--- src/hw/rtl/kol_pkg.sv ---
// Package for the k-mer occurrence locator: widths, types and register indexes.
// No dependencies.
`default_nettype none
package kol_pkg;
  localparam int MAX_KMER = 16;
  localparam int POS_BITS = 28;
  localparam int WIN_BITS = 2 * MAX_KMER;
  localparam int KLEN_BITS = 5;
  localparam int CFG_IDX_BITS = 2;
  localparam int CFG_DATA_BITS = 32;
  localparam int QDEPTH = 4;
  localparam int QPTR_BITS = 2;

  localparam logic [CFG_IDX_BITS-1:0] REG_PATTERN = 2'd0;
  localparam logic [CFG_IDX_BITS-1:0] REG_KMER_LENGTH = 2'd1;
  localparam logic [CFG_IDX_BITS-1:0] REG_BIN_SIZE = 2'd2;

  typedef struct packed {
    logic [7:0]          chrom;
    logic                strand;
    logic [POS_BITS-1:0] position;
  } hit_t;

  typedef struct packed {
    logic [7:0]          match_chrom;
    logic                match_strand;
    logic [POS_BITS-1:0] match_position;
    logic [POS_BITS-1:0] bin_start;
  } result_t;

  typedef struct packed {
    logic [2:0]          base;
    logic                seq_start;
    logic                strand;
    logic [7:0]          chrom_id;
    logic [POS_BITS-1:0] chrom_length;
  } base_t;
endpackage
`default_nettype wire

--- src/hw/rtl/kol_if.sv ---
// Valid/ready channel interface carrying one word of a given struct type.
// Depends on kol_pkg for the payload types.
`default_nettype none
interface kol_base_if import kol_pkg::*; ();
  logic  valid;
  logic  ready;
  base_t data;
  modport source (output valid, output data, input ready);
  modport sink (input valid, input data, output ready);
endinterface

interface kol_result_if import kol_pkg::*; ();
  logic    valid;
  logic    ready;
  result_t data;
  modport source (output valid, output data, input ready);
  modport sink (input valid, input data, output ready);
endinterface
`default_nettype wire

--- src/hw/rtl/kol_front.sv ---
// Front end: shifts bases into the window, detects matches, mirrors positions.
// Depends on kol_pkg.
`default_nettype none
module kol_front import kol_pkg::*; (
  input  wire logic                clk,
  input  wire logic                rst_n,
  input  wire logic                take,
  input  wire base_t               item,
  input  wire logic [WIN_BITS-1:0] pattern,
  input  wire logic [KLEN_BITS-1:0] kmer_length,
  output logic                     hit_valid,
  output hit_t                     hit
);
  logic [WIN_BITS-1:0] win_r, win_nxt, win_src;
  logic [KLEN_BITS-1:0] run_r, run_nxt;
  logic [POS_BITS-1:0] idx_r, idx_nxt, here, first;
  logic [KLEN_BITS-1:0] k;
  logic [WIN_BITS-1:0] mask, aligned;
  logic [POS_BITS:0] sub;
  logic match;

  always_comb begin
    if (kmer_length == '0) k = KLEN_BITS'(1);
    else if (kmer_length > KLEN_BITS'(MAX_KMER)) k = KLEN_BITS'(MAX_KMER);
    else k = kmer_length;
    here = item.seq_start ? '0 : idx_r;
    idx_nxt = here + POS_BITS'(1);
    win_src = item.seq_start ? '0 : win_r;
    win_nxt = {item.base[1:0], win_src[WIN_BITS-1:2]};
    if (item.base[2]) run_nxt = '0;
    else begin
      run_nxt = item.seq_start ? '0 : run_r;
      if (run_nxt < KLEN_BITS'(MAX_KMER)) run_nxt = run_nxt + KLEN_BITS'(1);
    end
    mask = (WIN_BITS'(1) << (2 * k)) - WIN_BITS'(1);
    if (k == KLEN_BITS'(MAX_KMER)) mask = '1;
    aligned = win_nxt >> (WIN_BITS - 2 * k);
    match = !item.base[2] && (run_nxt >= k) && ((aligned & mask) == (pattern & mask));
    first = here - POS_BITS'(k - KLEN_BITS'(1));
    sub = {1'b0, first} + (POS_BITS+1)'(k);
    hit_valid = take && match;
    hit.chrom = item.chrom_id;
    hit.strand = item.strand;
    if (item.strand)
      hit.position = ({1'b0, item.chrom_length} > sub) ?
                     item.chrom_length - sub[POS_BITS-1:0] : '0;
    else hit.position = first;
  end

  always_ff @(posedge clk) begin
    if (!rst_n) begin
      win_r <= '0;
      run_r <= '0;
      idx_r <= '0;
    end else if (take) begin
      win_r <= win_nxt;
      run_r <= run_nxt;
      idx_r <= idx_nxt;
    end
  end

`ifndef SYNTHESIS
  a_run_sat: assert property (@(posedge clk) disable iff (!rst_n)
    run_r <= KLEN_BITS'(MAX_KMER)) else $error("valid run beyond saturation");
  a_idx_step: assert property (@(posedge clk) disable iff (!rst_n)
    take && !item.seq_start |=> idx_r == $past(idx_r) + POS_BITS'(1))
    else $error("position counter skipped");
  a_hit_take: assert property (@(posedge clk) disable iff (!rst_n)
    hit_valid |-> take) else $error("hit without base");
`endif
endmodule
`default_nettype wire

--- src/hw/rtl/kol_queue.sv ---
// Short FIFO of hits between the front end and the binning back end.
// Depends on kol_pkg.
`default_nettype none
module kol_queue import kol_pkg::*; (
  input  wire logic clk,
  input  wire logic rst_n,
  input  wire logic push,
  input  wire hit_t push_data,
  input  wire logic pop,
  output logic      full,
  output logic      empty,
  output hit_t      head
);
  hit_t mem_r [QDEPTH];
  logic [QPTR_BITS-1:0] wp_r, rp_r;
  logic [QPTR_BITS:0] cnt_r;

  assign full = cnt_r == (QPTR_BITS+1)'(QDEPTH);
  assign empty = cnt_r == '0;
  assign head = mem_r[rp_r];

  always_ff @(posedge clk) begin
    if (push) mem_r[wp_r] <= push_data;
  end

  always_ff @(posedge clk) begin
    if (!rst_n) begin
      wp_r <= '0;
      rp_r <= '0;
      cnt_r <= '0;
    end else begin
      if (push) wp_r <= wp_r + QPTR_BITS'(1);
      if (pop) rp_r <= rp_r + QPTR_BITS'(1);
      cnt_r <= cnt_r + (QPTR_BITS+1)'(push) - (QPTR_BITS+1)'(pop);
    end
  end

`ifndef SYNTHESIS
  a_no_over: assert property (@(posedge clk) disable iff (!rst_n)
    full |-> !push) else $error("push into full queue");
  a_no_under: assert property (@(posedge clk) disable iff (!rst_n)
    empty |-> !pop) else $error("pop from empty queue");
  a_cnt: assert property (@(posedge clk) disable iff (!rst_n)
    cnt_r <= (QPTR_BITS+1)'(QDEPTH)) else $error("queue count overflow");
`endif
endmodule
`default_nettype wire

--- src/hw/rtl/kol_binner.sv ---
// Back end: restoring divider that rounds a position down to a bin multiple.
// One quotient bit per cycle, then a multiply state. Depends on kol_pkg.
`default_nettype none
module kol_binner import kol_pkg::*; (
  input  wire logic                clk,
  input  wire logic                rst_n,
  input  wire logic                start,
  input  wire hit_t                hit,
  input  wire logic [POS_BITS-1:0] bin_size,
  output logic                     busy,
  kol_result_if.source             out
);
  typedef enum logic [3:0] {
    S_IDLE = 4'b0001, S_DIV = 4'b0010, S_MUL = 4'b0100, S_OUT = 4'b1000
  } state_t;
  localparam int CNT_BITS = $clog2(POS_BITS + 1);

  state_t st_r, st_nxt;
  hit_t hit_r;
  logic [POS_BITS-1:0] bs_r, quo_r, rem_r, res_r;
  logic [POS_BITS:0] trial;
  logic [CNT_BITS-1:0] cnt_r;
  logic [2*POS_BITS-1:0] prod;

  assign trial = {rem_r, hit_r.position[cnt_r[CNT_BITS-1:0] - CNT_BITS'(1)]};
  assign prod = quo_r * bs_r;
  assign busy = st_r != S_IDLE;
  assign out.valid = st_r == S_OUT;
  assign out.data = '{match_chrom: hit_r.chrom, match_strand: hit_r.strand,
                      match_position: hit_r.position, bin_start: res_r};

  always_comb begin
    st_nxt = st_r;
    case (st_r)
      S_IDLE: if (start) st_nxt = S_DIV;
      S_DIV:  if (cnt_r == CNT_BITS'(1)) st_nxt = S_MUL;
      S_MUL:  st_nxt = S_OUT;
      S_OUT:  if (out.ready) st_nxt = S_IDLE;
      default: st_nxt = S_IDLE;
    endcase
  end

  always_ff @(posedge clk) begin
    if (!rst_n) st_r <= S_IDLE;
    else st_r <= st_nxt;
  end

  always_ff @(posedge clk) begin
    case (st_r)
      S_IDLE: begin
        hit_r <= hit;
        bs_r <= (bin_size == '0) ? POS_BITS'(1) : bin_size;
        rem_r <= '0;
        quo_r <= '0;
        cnt_r <= CNT_BITS'(POS_BITS);
      end
      S_DIV: begin
        cnt_r <= cnt_r - CNT_BITS'(1);
        if (trial >= {1'b0, bs_r}) begin
          rem_r <= trial[POS_BITS-1:0] - bs_r;
          quo_r <= {quo_r[POS_BITS-2:0], 1'b1};
        end else begin
          rem_r <= trial[POS_BITS-1:0];
          quo_r <= {quo_r[POS_BITS-2:0], 1'b0};
        end
      end
      S_MUL: res_r <= prod[POS_BITS-1:0];
      S_OUT: ;
      default: ;
    endcase
  end

`ifndef SYNTHESIS
  a_start_idle: assert property (@(posedge clk) disable iff (!rst_n)
    start |-> st_r == S_IDLE) else $error("start while busy");
  a_bin_le: assert property (@(posedge clk) disable iff (!rst_n)
    out.valid |-> out.data.bin_start <= out.data.match_position)
    else $error("bin start beyond position");
  a_hold: assert property (@(posedge clk) disable iff (!rst_n)
    out.valid && !out.ready |=> out.valid && $stable(out.data))
    else $error("result word changed while stalled");
`endif
endmodule
`default_nettype wire

--- src/hw/rtl/kmer_occurrence_locator.sv ---
// Top level of the k-mer occurrence locator: registers, front end, hit queue
// and binning back end. Depends on kol_pkg, kol_if, kol_front, kol_queue, kol_binner.
//
// Usage: bases arrive as words on the in_ channel (valid/ready). The front end
// takes one base per cycle, tracks the window, the valid run and the position,
// and on a match pushes a hit into a four-entry queue. A base is refused only
// when that queue is full. The back end pops one hit at a time, divides its
// position by the bin size with a restoring divider (one quotient bit per
// cycle), multiplies back and offers the result word on the out_ channel
// from its output register. Matches can be taken at one per cycle in bursts
// of up to five (four in the queue and one in the divider); the back end pops
// a new hit only after the result word of the last one has been taken, so
// the divider sets the sustained hit rate. A stall on the out_ channel holds
// the result word; bases keep flowing until the queue fills. Synchronous
// active-low reset clears the window, run, position, queue and registers
// (pattern 0, k-mer length 8, bin size 20000). The user must write
// configuration through cfg_ only while the block is idle; the block itself
// does not enforce it.
`default_nettype none
module kmer_occurrence_locator import kol_pkg::*; (
  input  wire logic                     clk,
  input  wire logic                     rst_n,
  input  wire logic                     cfg_we,
  input  wire logic [CFG_IDX_BITS-1:0]  cfg_index,
  input  wire logic [CFG_DATA_BITS-1:0] cfg_data,
  kol_base_if.sink                      in_ch,
  kol_result_if.source                  out_ch
);
  logic [WIN_BITS-1:0] pattern_r;
  logic [KLEN_BITS-1:0] klen_r;
  logic [POS_BITS-1:0] bin_r;
  logic take, hit_valid, full, empty, busy, pop;
  hit_t hit, head;

  always_ff @(posedge clk) begin
    if (!rst_n) begin
      pattern_r <= '0;
      klen_r <= KLEN_BITS'(8);
      bin_r <= POS_BITS'(20000);
    end else if (cfg_we) begin
      case (cfg_index)
        REG_PATTERN:     pattern_r <= cfg_data[WIN_BITS-1:0];
        REG_KMER_LENGTH: klen_r <= cfg_data[KLEN_BITS-1:0];
        REG_BIN_SIZE:    bin_r <= cfg_data[POS_BITS-1:0];
        default: ;
      endcase
    end
  end

  assign in_ch.ready = !full;
  assign take = in_ch.valid && !full;
  assign pop = !empty && !busy;

  kol_front u_front (.clk, .rst_n, .take, .item(in_ch.data), .pattern(pattern_r),
                     .kmer_length(klen_r), .hit_valid, .hit);
  kol_queue u_queue (.clk, .rst_n, .push(hit_valid), .push_data(hit), .pop,
                     .full, .empty, .head);
  kol_binner u_binner (.clk, .rst_n, .start(pop), .hit(head), .bin_size(bin_r),
                       .busy, .out(out_ch));
endmodule
`default_nettype wire
--- src/flat_wrapper.sv ---
// flat-port wrapper written by rule: the top's interface ports become plain ports
module kmer_occurrence_locator_flat import kol_pkg::*;
  (clk, rst_n, cfg_we, cfg_index, cfg_data, in_ch_valid, in_ch_data, in_ch_ready, out_ch_valid, out_ch_data, out_ch_ready);
  kol_base_if in_ch_i ();
  kol_result_if out_ch_i ();
  input  wire logic clk;
  input  wire logic rst_n;
  input  wire logic cfg_we;
  input  wire logic [CFG_IDX_BITS-1:0] cfg_index;
  input  wire logic [CFG_DATA_BITS-1:0] cfg_data;
  input wire logic [$bits(in_ch_i.valid)-1:0] in_ch_valid;
  input wire logic [$bits(in_ch_i.data)-1:0] in_ch_data;
  output wire logic [$bits(in_ch_i.ready)-1:0] in_ch_ready;
  output wire logic [$bits(out_ch_i.valid)-1:0] out_ch_valid;
  output wire logic [$bits(out_ch_i.data)-1:0] out_ch_data;
  input wire logic [$bits(out_ch_i.ready)-1:0] out_ch_ready;
  assign in_ch_i.valid = in_ch_valid;
  assign in_ch_i.data = in_ch_data;
  assign in_ch_ready = in_ch_i.ready;
  assign out_ch_valid = out_ch_i.valid;
  assign out_ch_data = out_ch_i.data;
  assign out_ch_i.ready = out_ch_ready;
  kmer_occurrence_locator u_core (.clk(clk), .rst_n(rst_n), .cfg_we(cfg_we), .cfg_index(cfg_index), .cfg_data(cfg_data), .in_ch(in_ch_i), .out_ch(out_ch_i));
endmodule
--- config.mk ---
export PLATFORM = sky130hd
export DESIGN_NAME = kmer_occurrence_locator_flat
export DESIGN_NICKNAME = d
export VERILOG_FILES = /design/src/hw/rtl/kol_pkg.sv /design/src/hw/rtl/kol_if.sv /design/src/hw/rtl/kol_front.sv /design/src/hw/rtl/kol_queue.sv /design/src/hw/rtl/kol_binner.sv /design/src/hw/rtl/kmer_occurrence_locator.sv /design/src/flat_wrapper.sv
export SDC_FILE = /design/constraint.sdc
export NUM_CORES = 2
export LEC_CHECK = 0
export BUFFER_PORTS_ARGS = -buffer_cell sky130_fd_sc_hd__buf_2
export CAP_MARGIN = 25
export CORE_ASPECT_RATIO = 0.8
export CORE_MARGIN = 8
export CORE_UTILIZATION = 40
export DETAILED_ROUTE_END_ITERATION = 6
export PLACE_DENSITY = 0.62
export SKIP_LAST_GASP = 1
export SLEW_MARGIN = 20
export SYNTH_ARGS = -nofsm -noshare
export SYNTH_HDL_FRONTEND = slang
export SYNTH_SLANG_ARGS = --single-unit
--- constraint.sdc ---
create_clock -name clk -period 10.1 [get_ports clk]
set_input_delay 0.505 -clock clk [delete_from_list [all_inputs] [get_ports clk]]
set_output_delay 0.505 -clock clk [all_outputs]
set_load 0.005 [all_outputs]
==> flow_summary.ini <==
[status]
status = complete, no violations

[sta]
period_share_pct = 83.9
finalSetupTns_ns = 0
rsz0062_at_grt = false
hold_viol = 0
relSlewSlack_pct = 24.7
fin_crit_ns = 8.47
drv_slew = 0
worst_slew_pin_slew_ns = 1.13
whs_ns = 0.124
setup_viol = 0
max_freq_mhz = 118
worst_clock_skew_ns = 0.0250

[grt]
grt_pass1_vias = 27500
antenna_found_initial = 3
grt_max_degree = 86
grt_pass1_wl_mm = 159
grt_overflow_total = 0
groute.usage.overall_pct = 19.3

[synth]
syn_area_per_cell_um2 = 9.65
ys.flop_type = edfxtp_1
synth_area_mm2 = 0.0373
synth-simple-area-share_pct = 17.0
ys_types = 93
synthMuxAreaShare_pct = 4.99
synth_top_family_by_area = adder cells
synth-warning-count = 0
synthAdderAreaFrac_pct = 23.7
synth.yosys.seq_area_share_pct = 31.8
async_flop_share_pct = 0
synth_compound_area_share_pct = 10.4
synth_xor_area_share_pct = 5.10
syn_inst = 3864
yosys_register_bits = 441
synth-edff-count = 302

[worst_setup_path]
cpMaxStageDelayCell = dfxtp_1
cp.required_ns = 10.41
worstPathArrival_ns = 8.78
critical_path_class = reg -> reg
worst_setup_path_end_kind = register
max_stage_delay_ns = 0.80
crit_top_cell = ha_1
start_kind = register
path_max_fanout = 30

[route]
wl_per_cell_um = 19.5
drtAntennaViolNets = 0
drc = 0
via_count = 27700
avgViaCountPerCell = 5.35
dr.pass1.iters = 6
wirelength_mm = 101
dr.first_iter.drc_count = 2277

[die]
die_w_um = 357
die-area_mm2 = 0.103
rows = 100
die_h_um = 289
start_util_pct = 40.2
core_area_mm2 = 0.0927
io_pins = 147

[placed_design]
hpwl_mm = 74.0
globalplace.congestion = 0.914
io_buffers = 146

[clocking]
cts_setup_buffers = 0
clk_path_buf_depth = 3
clk_pin_slew_ns = 0.07
cts.sinks = 441
cts_root_buf = clkbuf_16
cts_made_buffers = 49
ctsHoldBuffers = 0
clkLatencyLatePin_ns = 0.61
ctsHtreeMaxLevel = 2
cts_resized = 0
cts_tree = yes

[cells_and_area]
final_common_cell = nand2_1
mostFrequentLayoutCells = 622 x nand2_1, 465 x inv_1, 307 x fa_1
finish.net_count = 4519
layout-drive-gt1-share_pct = 10.1
area_delta_synth_final_pct = 9.96

[hold_path]
hp-class = in -> reg

[flow_run]
maxCapViolCount = 0
## Yosys cell counts (26+ instances only)
| cell | n | area, µm² |
|---|---|---|
| a21boi_0 | 53 | 398 |
| a21o_1 | 40 | 300 |
| a21oi_1 | 148 | 741 |
| and2_1 | 154 | 963 |
| and3_1 | 26 | 163 |
| clkbuf_1 | 201 | 754 |
| dfxtp_1 | 139 | 2780 |
| edfxtp_1 | 302 | 9070 |
| fa_1 | 307 | 6150 |
| ha_1 | 216 | 2700 |
| inv_1 | 466 | 1750 |
| mux2i_1 | 33 | 330 |
| mux4_2 | 65 | 1460 |
| nand2_1 | 623 | 2340 |
| nand2b_1 | 48 | 300 |
| nand3_1 | 57 | 285 |
| nor2_1 | 150 | 563 |
| nor2b_1 | 69 | 432 |
| nor3_1 | 46 | 230 |
| o21ai_0 | 90 | 450 |
| or3_1 | 30 | 188 |
| xnor2_1 | 148 | 1300 |
| xor2_1 | 69 | 604 |
## final timing paths
kind	from	end	slack, ns	depth (start not counted)
setup / recovery	u_core.klen_r[4]$_SDFFE_PN0P_	u_core.u_queue.mem_r[2][7]$_DFFE_PP_	1.63	28
hold / removal	in_ch_data[29]	u_core.u_queue.mem_r[2][30]$_DFFE_PP_	0.12	1
setup reg to reg	u_core.klen_r[4]$_SDFFE_PN0P_	u_core.u_queue.mem_r[2][7]$_DFFE_PP_	1.63	28
hold reg to reg	u_core.u_front.win_r[30]$_SDFFE_PN0P_	u_core.u_front.win_r[30]$_SDFFE_PN0P_	0.45	2
## critical path, delay by kind of cell, from the launching register on
family / cells / cell delay, ns
simple gates: 10 / 2.64
flops: 1 / 0.80
xor+xnor: 2 / 0.18
buf+inv: 2 / 0.49
fa+ha+maj: 5 / 2.02
compound gates: 9 / 2.03
## metal layers
metal | global-route usage (%) | vias to the layer above | part of all wire [%]
met2 | 30.7 | 830 | 45
met3 | 3.42 | 139 | 6.5
met1 | 27.2 | 13700 | 46
met5 | 0 | - | 0
li1 | - | 13000 | -
met4 | 5.01 | 0 | 2.6
## stage by stage
| step | area, µm² | std cells | setup WS, ns | utilization [%] |
|---|---|---|---|---|
| after floorplan | 37400 | 3885 | 2.41 | - |
| after global placement | 39200 | 5081 | 1.88 | 42.2 |
| after detailed placement | 39200 | 5083 | 1.73 | 42.3 |
| after CTS | 40900 | 5174 | 1.68 | 44.1 |
| after global routing | 41000 | 5181 | 0.915 | 44.2 |
| final | 41000 | 5181 | 1.63 | 44.2 |
## state kept, by name, summed over array words and instances, names as in the netlist
register                  count
u_core.u_queue.mem_r        148
u_core.u_binner.out.data     37
u_core.pattern_r             32
u_core.u_front.win_r         30
u_core.bin_r                 28
u_core.u_binner.bs_r         28
u_core.u_binner.quo_r        28
u_core.u_binner.rem_r        28
u_core.u_binner.res_r        28
u_core.u_front.idx_r         28
u_core.klen_r                 5
u_core.u_binner.cnt_r         5
u_core.u_front.run_r          5
u_core.u_binner.st_r          4
u_core.u_queue.cnt_r          3
u_core.u_queue.rp_r           2
u_core.u_queue.wp_r           2
## cell type report
| class | count | area, µm² |
|---|---|---|
| Multi-Input combinational cell | 2755 | 22900 |
| Clock inverter | 30 | 344 |
| Fill cell | 8866 | 51700 |
| Sequential cell | 441 | 11900 |
| Inverter | 469 | 1770 |
| Timing Repair Buffer | 200 | 1240 |
| Antenna cell | 1 | 2.50 |
| Clock buffer | 61 | 1330 |
| Tap cell | 1224 | 1530 |
## kinds of logic (layout without fill, tap and decap cells)
| logic type | after synthesis | after routing |
|---|---|---|
| and+or+nand+nor | 1317 | 1317 |
| adders and majority gates | 523 | 523 |
| buffers and inverters | 689 | 760 |
| DFF | 441 | 441 |
| xor gates and xnor gates | 217 | 217 |
| muxes | 104 | 104 |
| AOI/OAI and AO/OA | 572 | 572 |
| other | 1 | 23 |
Power is not shown: default switching activity piles up to over one toggle a cycle in this logic, so the estimate is an artifact.
